`src/design/ktsm_pkg.sv`:
```
// ----------------------------------------------------------------------------
// ktsm_pkg
// Types, constants and helpers shared by the keyword table matcher.
// ----------------------------------------------------------------------------
package ktsm_pkg;

    localparam int TABLE_SLOTS = 16;
    localparam int SLOT_CHARS  = 32;
    localparam int KW_MAX      = SLOT_CHARS - 1;
    localparam int LIMIT_W     = 5;

    localparam int SLOT_W  = (TABLE_SLOTS > 1) ? $clog2(TABLE_SLOTS) : 1;
    localparam int COUNT_W = $clog2(TABLE_SLOTS + 1);
    localparam int POS_W   = $clog2(SLOT_CHARS + 1);
    localparam int LEN_W   = $clog2(SLOT_CHARS);
    localparam int CIDX_W  = (KW_MAX > 1) ? $clog2(KW_MAX) : 1;
    localparam int CNT_W   = (LEN_W > LIMIT_W) ? LEN_W : LIMIT_W;

    typedef enum logic [1:0] {
        KIND_ADD    = 2'd0,
        KIND_REMOVE = 2'd1,
        KIND_SCAN   = 2'd2,
        KIND_NONE   = 2'd3
    } ktsm_kind_t;

    typedef enum logic [2:0] {
        RS_ADDED     = 3'd0,
        RS_DUPLICATE = 3'd1,
        RS_FULL      = 3'd2,
        RS_EMPTY     = 3'd3,
        RS_REMOVED   = 3'd4,
        RS_NOT_FOUND = 3'd5,
        RS_MATCH     = 3'd6,
        RS_NO_MATCH  = 3'd7
    } ktsm_status_t;

    typedef enum logic [1:0] {
        RD_IDX,
        RD_NEXT,
        RD_FOUND
    } ktsm_rd_t;

    typedef enum logic [3:0] {
        S_IDLE,
        S_CHR_RD,
        S_CHR_UPD,
        S_POST,
        S_FIND,
        S_MV_RD,
        S_MV_WR,
        S_MV_END,
        S_RP_RD,
        S_EMIT
    } ktsm_state_t;

    typedef struct packed {
        logic [1:0] kind;
        logic [7:0] ch;
        logic       no_char;
        logic       last;
    } ktsm_in_t;

    typedef struct packed {
        logic [2:0] status;
        logic [7:0] out_char;
        logic       out_last;
    } ktsm_out_t;

    typedef struct packed {
        logic         accept;
        logic         idx_clr;
        logic         idx_inc;
        logic         rd_en;
        ktsm_rd_t     rd_sel;
        logic         upd_slot;
        logic         pos_inc;
        logic         clear;
        logic         add_slot;
        logic         set_found;
        logic         mv_wr;
        logic         mv_end;
        logic         k_clr;
        logic         k_inc;
        logic         emit;
        ktsm_status_t emit_status;
        logic         emit_char;
        logic         emit_last;
    } ktsm_cmd_t;

    typedef struct packed {
        logic       in_take;
        ktsm_kind_t kind;
        logic       last;
        logic       idx_end;
        logic       pos_zero;
        logic       full;
        logic       eq_at;
        logic       hit_at;
        logic       mv_done;
        logic       cnt_zero;
        logic       k_last;
    } ktsm_stat_t;

    function automatic logic [7:0] fold_char(input logic [7:0] c);
        fold_char = (c >= 8'h41 && c <= 8'h5A) ? c + 8'd32 : c;
    endfunction

endpackage

```
`src/design/ktsm_ctrl.sv`:
```
// ----------------------------------------------------------------------------
// ktsm_ctrl
// Sequencer for the keyword table matcher: steps the datapath through the
// per-character slot sweep, the final search, compaction and reply.
// ----------------------------------------------------------------------------
module ktsm_ctrl import ktsm_pkg::*;
(
    input  logic       clk,
    input  logic       rst_n,
    input  logic       start,
    input  ktsm_stat_t stat,
    output logic       busy,
    output ktsm_cmd_t  cmd
);

    ktsm_state_t state_reg;
    ktsm_state_t state_next;

    always_ff @(posedge clk or negedge rst_n)
    begin
        if (!rst_n)
        begin
            state_reg <= S_IDLE;
        end
        else
        begin
            state_reg <= state_next;
        end
    end

    always_comb
    begin
        state_next = state_reg;
        unique case (state_reg)
            S_IDLE:
            begin
                if (start)
                begin
                    state_next = stat.in_take ? S_CHR_RD : S_POST;
                end
            end
            S_CHR_RD:
            begin
                state_next = stat.idx_end ? S_POST : S_CHR_UPD;
            end
            S_CHR_UPD:
            begin
                state_next = S_CHR_RD;
            end
            S_POST:
            begin
                if (!stat.last || stat.kind == KIND_NONE)
                begin
                    state_next = S_IDLE;
                end
                else if (stat.kind == KIND_ADD && stat.pos_zero)
                begin
                    state_next = S_IDLE;
                end
                else
                begin
                    state_next = S_FIND;
                end
            end
            S_FIND:
            begin
                if (stat.idx_end)
                begin
                    state_next = S_IDLE;
                end
                else if (stat.kind != KIND_SCAN && stat.eq_at)
                begin
                    state_next = (stat.kind == KIND_REMOVE) ? S_MV_RD : S_IDLE;
                end
                else if (stat.kind == KIND_SCAN && stat.hit_at)
                begin
                    state_next = S_RP_RD;
                end
            end
            S_MV_RD:
            begin
                state_next = stat.mv_done ? S_MV_END : S_MV_WR;
            end
            S_MV_WR:
            begin
                state_next = S_MV_RD;
            end
            S_MV_END:
            begin
                state_next = S_IDLE;
            end
            S_RP_RD:
            begin
                state_next = stat.cnt_zero ? S_IDLE : S_EMIT;
            end
            S_EMIT:
            begin
                if (stat.k_last)
                begin
                    state_next = S_IDLE;
                end
            end
            default:
            begin
                state_next = S_IDLE;
            end
        endcase
    end

    always_comb
    begin
        cmd = '0;
        unique case (state_reg)
            S_IDLE:
            begin
                if (start)
                begin
                    cmd.accept  = 1'b1;
                    cmd.idx_clr = 1'b1;
                end
            end
            S_CHR_RD:
            begin
                if (stat.idx_end)
                begin
                    cmd.pos_inc = 1'b1;
                end
                else
                begin
                    cmd.rd_en  = 1'b1;
                    cmd.rd_sel = RD_IDX;
                end
            end
            S_CHR_UPD:
            begin
                cmd.upd_slot = 1'b1;
                cmd.idx_inc  = 1'b1;
            end
            S_POST:
            begin
                if (stat.last && stat.kind == KIND_NONE)
                begin
                    cmd.clear = 1'b1;
                end
                else if (stat.last && stat.kind == KIND_ADD && stat.pos_zero)
                begin
                    cmd.emit        = 1'b1;
                    cmd.emit_status = RS_EMPTY;
                    cmd.emit_last   = 1'b1;
                    cmd.clear       = 1'b1;
                end
                else
                begin
                    cmd.idx_clr = 1'b1;
                end
            end
            S_FIND:
            begin
                if (stat.idx_end)
                begin
                    cmd.emit      = 1'b1;
                    cmd.emit_last = 1'b1;
                    cmd.clear     = 1'b1;
                    if (stat.kind == KIND_ADD)
                    begin
                        cmd.emit_status = stat.full ? RS_FULL : RS_ADDED;
                        cmd.add_slot    = !stat.full;
                    end
                    else if (stat.kind == KIND_REMOVE)
                    begin
                        cmd.emit_status = RS_NOT_FOUND;
                    end
                    else
                    begin
                        cmd.emit_status = RS_NO_MATCH;
                    end
                end
                else if (stat.kind != KIND_SCAN && stat.eq_at)
                begin
                    if (stat.kind == KIND_REMOVE)
                    begin
                        cmd.set_found = 1'b1;
                    end
                    else
                    begin
                        cmd.emit        = 1'b1;
                        cmd.emit_status = RS_DUPLICATE;
                        cmd.emit_last   = 1'b1;
                        cmd.clear       = 1'b1;
                    end
                end
                else if (stat.kind == KIND_SCAN && stat.hit_at)
                begin
                    cmd.set_found = 1'b1;
                end
                else
                begin
                    cmd.idx_inc = 1'b1;
                end
            end
            S_MV_RD:
            begin
                if (!stat.mv_done)
                begin
                    cmd.rd_en  = 1'b1;
                    cmd.rd_sel = RD_NEXT;
                end
            end
            S_MV_WR:
            begin
                cmd.mv_wr   = 1'b1;
                cmd.idx_inc = 1'b1;
            end
            S_MV_END:
            begin
                cmd.mv_end      = 1'b1;
                cmd.emit        = 1'b1;
                cmd.emit_status = RS_REMOVED;
                cmd.emit_last   = 1'b1;
                cmd.clear       = 1'b1;
            end
            S_RP_RD:
            begin
                if (stat.cnt_zero)
                begin
                    cmd.emit        = 1'b1;
                    cmd.emit_status = RS_MATCH;
                    cmd.emit_last   = 1'b1;
                    cmd.clear       = 1'b1;
                end
                else
                begin
                    cmd.rd_en  = 1'b1;
                    cmd.rd_sel = RD_FOUND;
                    cmd.k_clr  = 1'b1;
                end
            end
            S_EMIT:
            begin
                cmd.emit        = 1'b1;
                cmd.emit_status = RS_MATCH;
                cmd.emit_char   = 1'b1;
                cmd.emit_last   = stat.k_last;
                cmd.k_inc       = 1'b1;
                cmd.clear       = stat.k_last;
            end
            default:
            begin
                cmd = '0;
            end
        endcase
    end

    assign busy = (state_reg != S_IDLE);

endmodule

```
`config.mk`:
```
export PLATFORM = sky130hd
export DESIGN_NAME = ktsm_ctrl
export DESIGN_NICKNAME = d
export VERILOG_FILES = /design/src/design/ktsm_pkg.sv /design/src/design/ktsm_ctrl.sv
export SDC_FILE = /design/constraint.sdc
export NUM_CORES = 1
export LEC_CHECK = 0
export CAP_MARGIN = 20
export CORE_MARGIN = 3
export CORE_UTILIZATION = 40
export DETAILED_ROUTE_END_ITERATION = 6
export DONT_BUFFER_PORTS = 1
export PLACE_DENSITY = 0.56
export SLEW_MARGIN = 40
export SYNTH_ARGS = -nofsm -noshare
export SYNTH_HDL_FRONTEND = slang
export SYNTH_SLANG_ARGS = --single-unit
```
`constraint.sdc`:
```
create_clock -name clk -period 2.3 [get_ports clk]
set_input_delay 0.46 -clock clk [delete_from_list [all_inputs] [get_ports clk]]
set_output_delay 0.46 -clock clk [all_outputs]
set_load 0.02 [all_outputs]
```
==> results by group, run 1 <==
Worst hold path
  – Hold_sp: stat[11]
  – Hold path cells: 3
  – Hold Path Sink: state_reg[1]
  – Hold/Removal Path Class: primary input to flip-flop

Clock tree
  – Post-CTS Setup Bufs: 0
  – Clock Path Buffers: 2
  – CTS clk-pin slew, worst paths: 0.03 ns
  – Number of H-tree levels: 1
  – Root Buffer: clkbuf_4
  – Clock sinks: 4
  – CTS tree: yes
  – CTS buffer count: 3
  – Worst-skew pair later-pin latency: 0.23 ns

Die
  – DIE WIDTH: around 45 um
  – Core Rows: 13
  – Total core area: between 0.001 and 0.0015 mm2
  – I/O pins: 37
  – Die area: around 0.0021 mm2
  – Initial cell density of the core: 45.0%
  – Die height: 45.4 um

Synthesis
  – Post-synth top cells: 12 x nor2_1, 6 x nand2_1, 6 x nand2b_1, 5 x inv_1, 5 x o21ai_0
  – Synth top area share: 16.1%
  – Mean cell area of the mapped netlist: 6.76 um2
  – Post-synth top area cell: dfrtp_1
  – Post-synth EDFFs: 0
  – Netlist Area Pre-Place: between 600 and 700 um2
  – Mapped Cells: 92
  – Synth warnings: 0
  – Mapped Nets: between 100 and 150
  – Sequential-to-total area share from yosys stat: 16.1%
  – Primary FF master, synth: dfrtp_1
  – Post-synth ARST share: 100%
  – Synth top area cells: dfrtp_1 16%, nor2_1 7.2%, nand2b_1 6.0%, and2_1 4.0%, o21ai_0 4.0%
  – Synth Register Bits: 4
  – Synth cell types: 36
  – Most frequent cell after synthesis: nor2_1

Outcome
  – Outcome: finished clean

Setup path
  – Required time of the critical path: 1.84 ns
  – Endpoint class of the critical path: output pin
  – Data arrival time of the worst path: 1.76 ns
  – Reg2reg start: state_reg[1]
  – Reg2Reg Depth: 5
  – Flop2flop setup slack: approximately 0.56 ns
  – Critical R2R Capture: state_reg[3]
  – Startpoint Class: flip-flop
  – Worst Path Max Fanout: 4
  – Kind of critical path: flip-flop to output pin

STA
  – Worst Skew: about 0.0020 ns
  – Final Max Tran Viols: 0
  – Final Hold Vio Count: 0
  – Setup violators final: 0
  – Worst-margin pin slew: ~0.41 ns
  – Setup repair after global routing missed its margin: yes
  – Relative slew slack: 72.4%
  – Tmin final: 2.22 ns
  – Max Clk Rate: approximately 450 MHz
  – Tcrit/Tclk final: 96.6%

Place
  – Area after DPL: ~760 um2
  – Final HPWL DP: 1410 um
  – IO buf count: 0
  – Placer Congestion: 0.818

Global route
  – Largest net degree at the start of global routing: 16
  – Initial antenna violation count: 0
  – Total Routing Usage GR: 17.5%
  – Global-route wire length before repair: 2740 um
  – Vias in the first global route: 631
  – GRT Residual Overflow: 0

Flow run
  – Max Cap Viol: 0

Route
  – ANT nets after route: 0
  – DRT iter0 DRCs: 23
  – Drt first pass iters: 3
  – Vias: just over 700
  – Total Wirelength: approximately 1700 um
  – Wire per inst: 13.9 um
  – Drt via density: between 5 and 6
  – DR DRC count: 0

Layout
  – # diodes: 0
  – Area delta synth->final: 30.4%
  – Post-route cell area: just over 800 um2
  – Final #Nets: 127
  – Max reg flops: 4
  – Final core occ: roughly three fifths
  – Share of layout cells above drive strength 1: a little over a quarter

Power and ir drop
  – Pwr per Cell Area: around 1100 mW/mm2
  – Pwr Total: 0.903 mW
  – Leak pwr: 0.391 nW
  – Maximum vdd ir drop: 0.000870 V
==> metrics by stage <==
| stage | worst slack [ns] | hold slack [ns] | setup TNS (ns) | instances |
|---|---|---|---|---|
| after floorplan | 0.222 | 0.164 | 0 | 92 |
| after global placement | 0.270 | 0.165 | 0 | 121 |
| after detailed placement | 0.243 | 0.165 | 0 | 121 |
| after CTS | 0.0199 | 0.441 | 0 | 125 |
| after global routing | -0.000717 | 0.456 | -0.000717 | 125 |
| final | 0.0773 | 0.454 | 0 | 125 |
==> kinds of logic (layout without fill, tap and decap cells) <==
group,count (synthesis),in the layout,synth area share (%)
flops,4,4,16.1
simple gates,49,49,43.3
compound gates,25,25,28.0
buf+inv,11,29,7.65
mux,3,3,5.03
==> cell type report <==
| class | count | area (um2) |
|---|---|---|
| inverters | 5 | 18.8 |
| flip-flops and latches | 4 | 100 |
| well taps | 15 | 18.8 |
| multi-input cells | 77 | 490 |
| repair buffers | 21 | 160 |
| clock buffers | 3 | 22.5 |
| fillers | 142 | 572 |
==> power breakdown <==
| group | total [mW] | switching (mW) | leakage (nW) | internal, mW |
|---|---|---|---|---|
| registers | 0.116 | 0.0159 | 0.0518 | 0.0997 |
| clock network | 0.0819 | 0.0239 | 0.0138 | 0.0580 |
| logic | 0.705 | 0.423 | 0.325 | 0.282 |
| total | 0.903 | 0.463 | 0.391 | 0.440 |
==> worst max path at each step <==
stage / start / endpoint / slack [ns] / depth (start not counted)
2_1_floorplan: state_reg[0] / cmd[11] / 0.22 / 4
5_1_grt: state_reg[1] / cmd[18] / -0.0007 / 4
3_5_place_dp: state_reg[1] / cmd[18] / 0.24 / 4
6_report: state_reg[1] / cmd[18] / 0.08 / 4
3_3_place_gp: state_reg[1] / cmd[18] / 0.27 / 4
4_1_cts: state_reg[1] / cmd[4] / 0.02 / 6
==> layer usage <==
layer  GRT usage, %  wire length, um  vias to the layer above
li1               -                -                      372
met1           27.2              806                      332
met2           24.8              796                       20
met3           1.98              133                        0
met4           5.26                0                        0
met5              0                0                        -
==> placed cells by master, fill, tap and decap left out, types with 2 or more instances in the layout <==
cell type  instances
or3_1              2
nand3_1            2
a211oi_1           2
inv_1              5
o21ai_0            4
clkbuf_4           3
buf_4             20
o21ai_1            4
nor4_1             2
a21oi_1            4
dfrtp_1            4
mux2i_1            2
nand2_1            6
nor2b_1            3
nor2_1            12
nor3_1             3
and2_1             4
nand2b_1           6
a21o_1             3
==> what timing repair did <==
item,4_1_cts,5_1_grt
endpoints found under the hold margin,4,0
pin swaps,1,0
gates resized for setup,0,4
hold buffers,1,0
endpoints found under the setup margin,1,6
==> critical path, stage by stage, from the launching register on <==
cell	delay, ns
dfrtp_1	0.36
or4b_4	0.56
a2111o_1	0.36
o21ai_1	0.10
buf_4	0.15
Note: power is estimated with default switching activity, not from simulation.
==> run 2, diff against run 1 <==
Settings changed: CORE_AREA set to 3 3 40 42, CORE_MARGIN 3 to not set, CORE_UTILIZATION 40 to not set, DIE_AREA set to 0 0 43 45, PLACE_DENSITY 0.56 to 0.63, REMOVE_ABC_BUFFERS set to 1.
==> run 2 against run 1 <==
- worst setup slack improved by 0.024 ns
- critical endpoint is now cmd[3]
- critical path depth rose by 2
- core utilization rose by 3.7 points
- register-to-register slack barely moved
- power rose by 0.45%
- fmax rose by 1.1%
- clock skew fell by 0.0014 ns
- clock-buffer cell count did not move
- global-route usage rose by 3.0 points
- largest power group unchanged
- first-iteration DRC count fell by 39%
- die area fell by 6.2%
- final area fell by 1.2%
==> results by group, run 2 (synthesis results as in run 1) <==
Setup path
  – Endpoint class of the critical path: output pin
  – Reg2reg start: state_reg[0]
  – Required time of the critical path: between 1.5 and 2 ns
  – Worst Path Max Fanout: 12
  – Reg2Reg Depth: 5
  – Critical R2R Capture: state_reg[3]
  – Data arrival time of the worst path: 1.74 ns
  – Kind of critical path: flip-flop to output pin
  – Startpoint Class: flip-flop
  – Flop2flop setup slack: 0.55 ns

Clock tree
  – CTS clk-pin slew, worst paths: 0.04 ns
  – Post-CTS Setup Bufs: 0
  – Clock Path Buffers: 2
  – CTS tree: yes
  – Number of H-tree levels: 1
  – Clock sinks: 4
  – Root Buffer: clkbuf_4
  – CTS buffer count: 3
  – Worst-skew pair later-pin latency: about 0.24 ns

STA
  – Relative slew slack: 71.1%
  – Setup violators final: 0
  – Post-route setup slack: 0.102 ns
  – Max Clk Rate: 455 MHz
  – Final Max Tran Viols: 0
  – Setup repair after global routing missed its margin: yes
  – Worst Skew: around 0.00063 ns
  – Final hold slack: 0.400 ns
  – Setup TNS: 0 ns
  – Final Hold Vio Count: 0
  – Tmin final: 2.20 ns
  – Tcrit/Tclk final: approximately 96%
  – Worst-margin pin slew: between 0.4 and 0.5 ns

Route
  – Drt first pass iters: 4
  – ANT nets after route: 0
  – Drt via density: 6.20
  – Total Wirelength: 1920 um
  – Highest Signal Layer: met4
  – DRT iter0 DRCs: 14
  – DR DRC count: 0
  – DR WL met2: 924 um
  – Met3 wire length: roughly 160 um
  – DRT met1 WL: 790 um
  – Vias: 750
  – Wire per inst: 15.9 um

Layout
  – Most frequent cells in the layout: 16 x buf_4, 12 x nor2_1, 6 x nand2_1, 5 x nand2b_1, 5 x inv_1
  – Final #Nets: roughly 120
  – Max reg flops: 4
  – # diodes: 0
  – Area delta synth->final: 28.8%
  – Final instance count without filler cells: 121
  – Final core occ: 62.3%
  – Commonest non-fill, non-tap cell in the layout: buf_4
  – Share of layout cells above drive strength 1: 28.3%

Die
  – I/O pins: 37
  – Core Rows: 13
  – Initial cell density of the core: 48.4%
  – Die area: 0.00194 mm2
  – DIE WIDTH: 43 um
  – Die height: 45 um
  – Total core area: 0.00128 mm2

Place
  – Placed cell count: 117
  – Pre-CTS setup slack: between 0.15 and 0.2 ns
  – IO buf count: 0
  – Final HPWL DP: 1470 um
  – Placer Congestion: 0.785

Global route
  – GRT Residual Overflow: 0
  – Global-route wire length before repair: approximately 3000 um
  – Initial antenna violation count: 0
  – Vias in the first global route: 692
  – Total Routing Usage GR: just over 20%
  – Largest net degree at the start of global routing: 16

Worst hold path
  – Hold Path Sink: state_reg[1]
  – Hold/Removal Path Class: primary input to flip-flop
  – Hold_sp: stat[11]
  – Hold path cells: 3

Flow run
  – Max Cap Viol: 0

Power and ir drop
  – Total net switching power: 0.486 mW
  – Switch share: 53.6%
  – Part of the power in registers: between 10% and 20%
  – Clk pwr share: about a tenth
  – Leak pwr: between 0.3 and 0.4 nW
  – Combinational share of power: between 70% and 80%
  – Pwr per Cell Area: 1130 mW/mm2
  – Maximum vdd ir drop: 0.000871 V
  – P_int: 0.420 mW

Outcome
  – Outcome: finished clean
==> run 2: cell types whose count changed in the layout (fill, tap and decap cells not counted), sizes merged <==
cell,delta
buf,-4
==> run 2: worst max-delay path, stage by stage (launching register included) <==
cell and delay (ns):
dfrtp_1 0.38, buf_4 0.19, nand2b_2 0.24, nor3_4 0.23, nand2_1 0.12, o211ai_1 0.18
buf_4 0.16
==> run 2: power by group through the flow <==
stage	clock network, mW	registers, mW	logic (mW)
detailed placement	0	0.123	0.652
floorplan	0	0.164	0.412
global placement	0	0.118	0.639
CTS	0.0907	0.123	0.664
global route	0.0994	0.132	0.748
finish	0.0892	0.129	0.689
==> run 2: cell type report <==
| type | count | area (um2) |
|---|---|---|
| multi-input combinational | 77 | 509 |
| fill | 120 | 484 |
| timing repair buffer | 17 | 130 |
| sequential | 4 | 101 |
| clock buffer | 3 | 22.5 |
| inverter | 5 | 18.8 |
| tap | 15 | 18.8 |
==> run 2: per-layer routing <==
layer  global-route usage [%]  vias up
met4                     9.64        0
met2                     35.3       41
li1                         -      366
met1                     23.8      337
met3                     5.58        6
met5                        0        -
==> run 2: worst max-delay path by stage <==
stage            startpoint      end  slack [ns]  depth (start not counted)
6_report       state_reg[3]   cmd[3]        0.10                          6
5_1_grt        state_reg[0]  cmd[12]       -0.02                          4
4_1_cts        state_reg[3]  cmd[11]        0.02                          6
3_5_place_dp   state_reg[1]   cmd[4]        0.20                          6
3_3_place_gp   state_reg[1]   cmd[4]        0.24                          6
2_1_floorplan  state_reg[0]  cmd[18]        0.17                          3
==> run 2: timing repair <==
action                                  in CTS  in global routing
resized for setup                            3                  7
hold buffers                                 1                  0
pin swaps                                    0                  1
endpoints found under the hold margin        4                  0
endpoints found under the setup margin       3                  6
==> run 2: metrics by stage <==
step	area [um2]	power, mW
floorplan	593	0.575
global placement	732	0.757
detailed placement	732	0.774
CTS	773	0.878
global route	801	0.979
finish	801	0.907
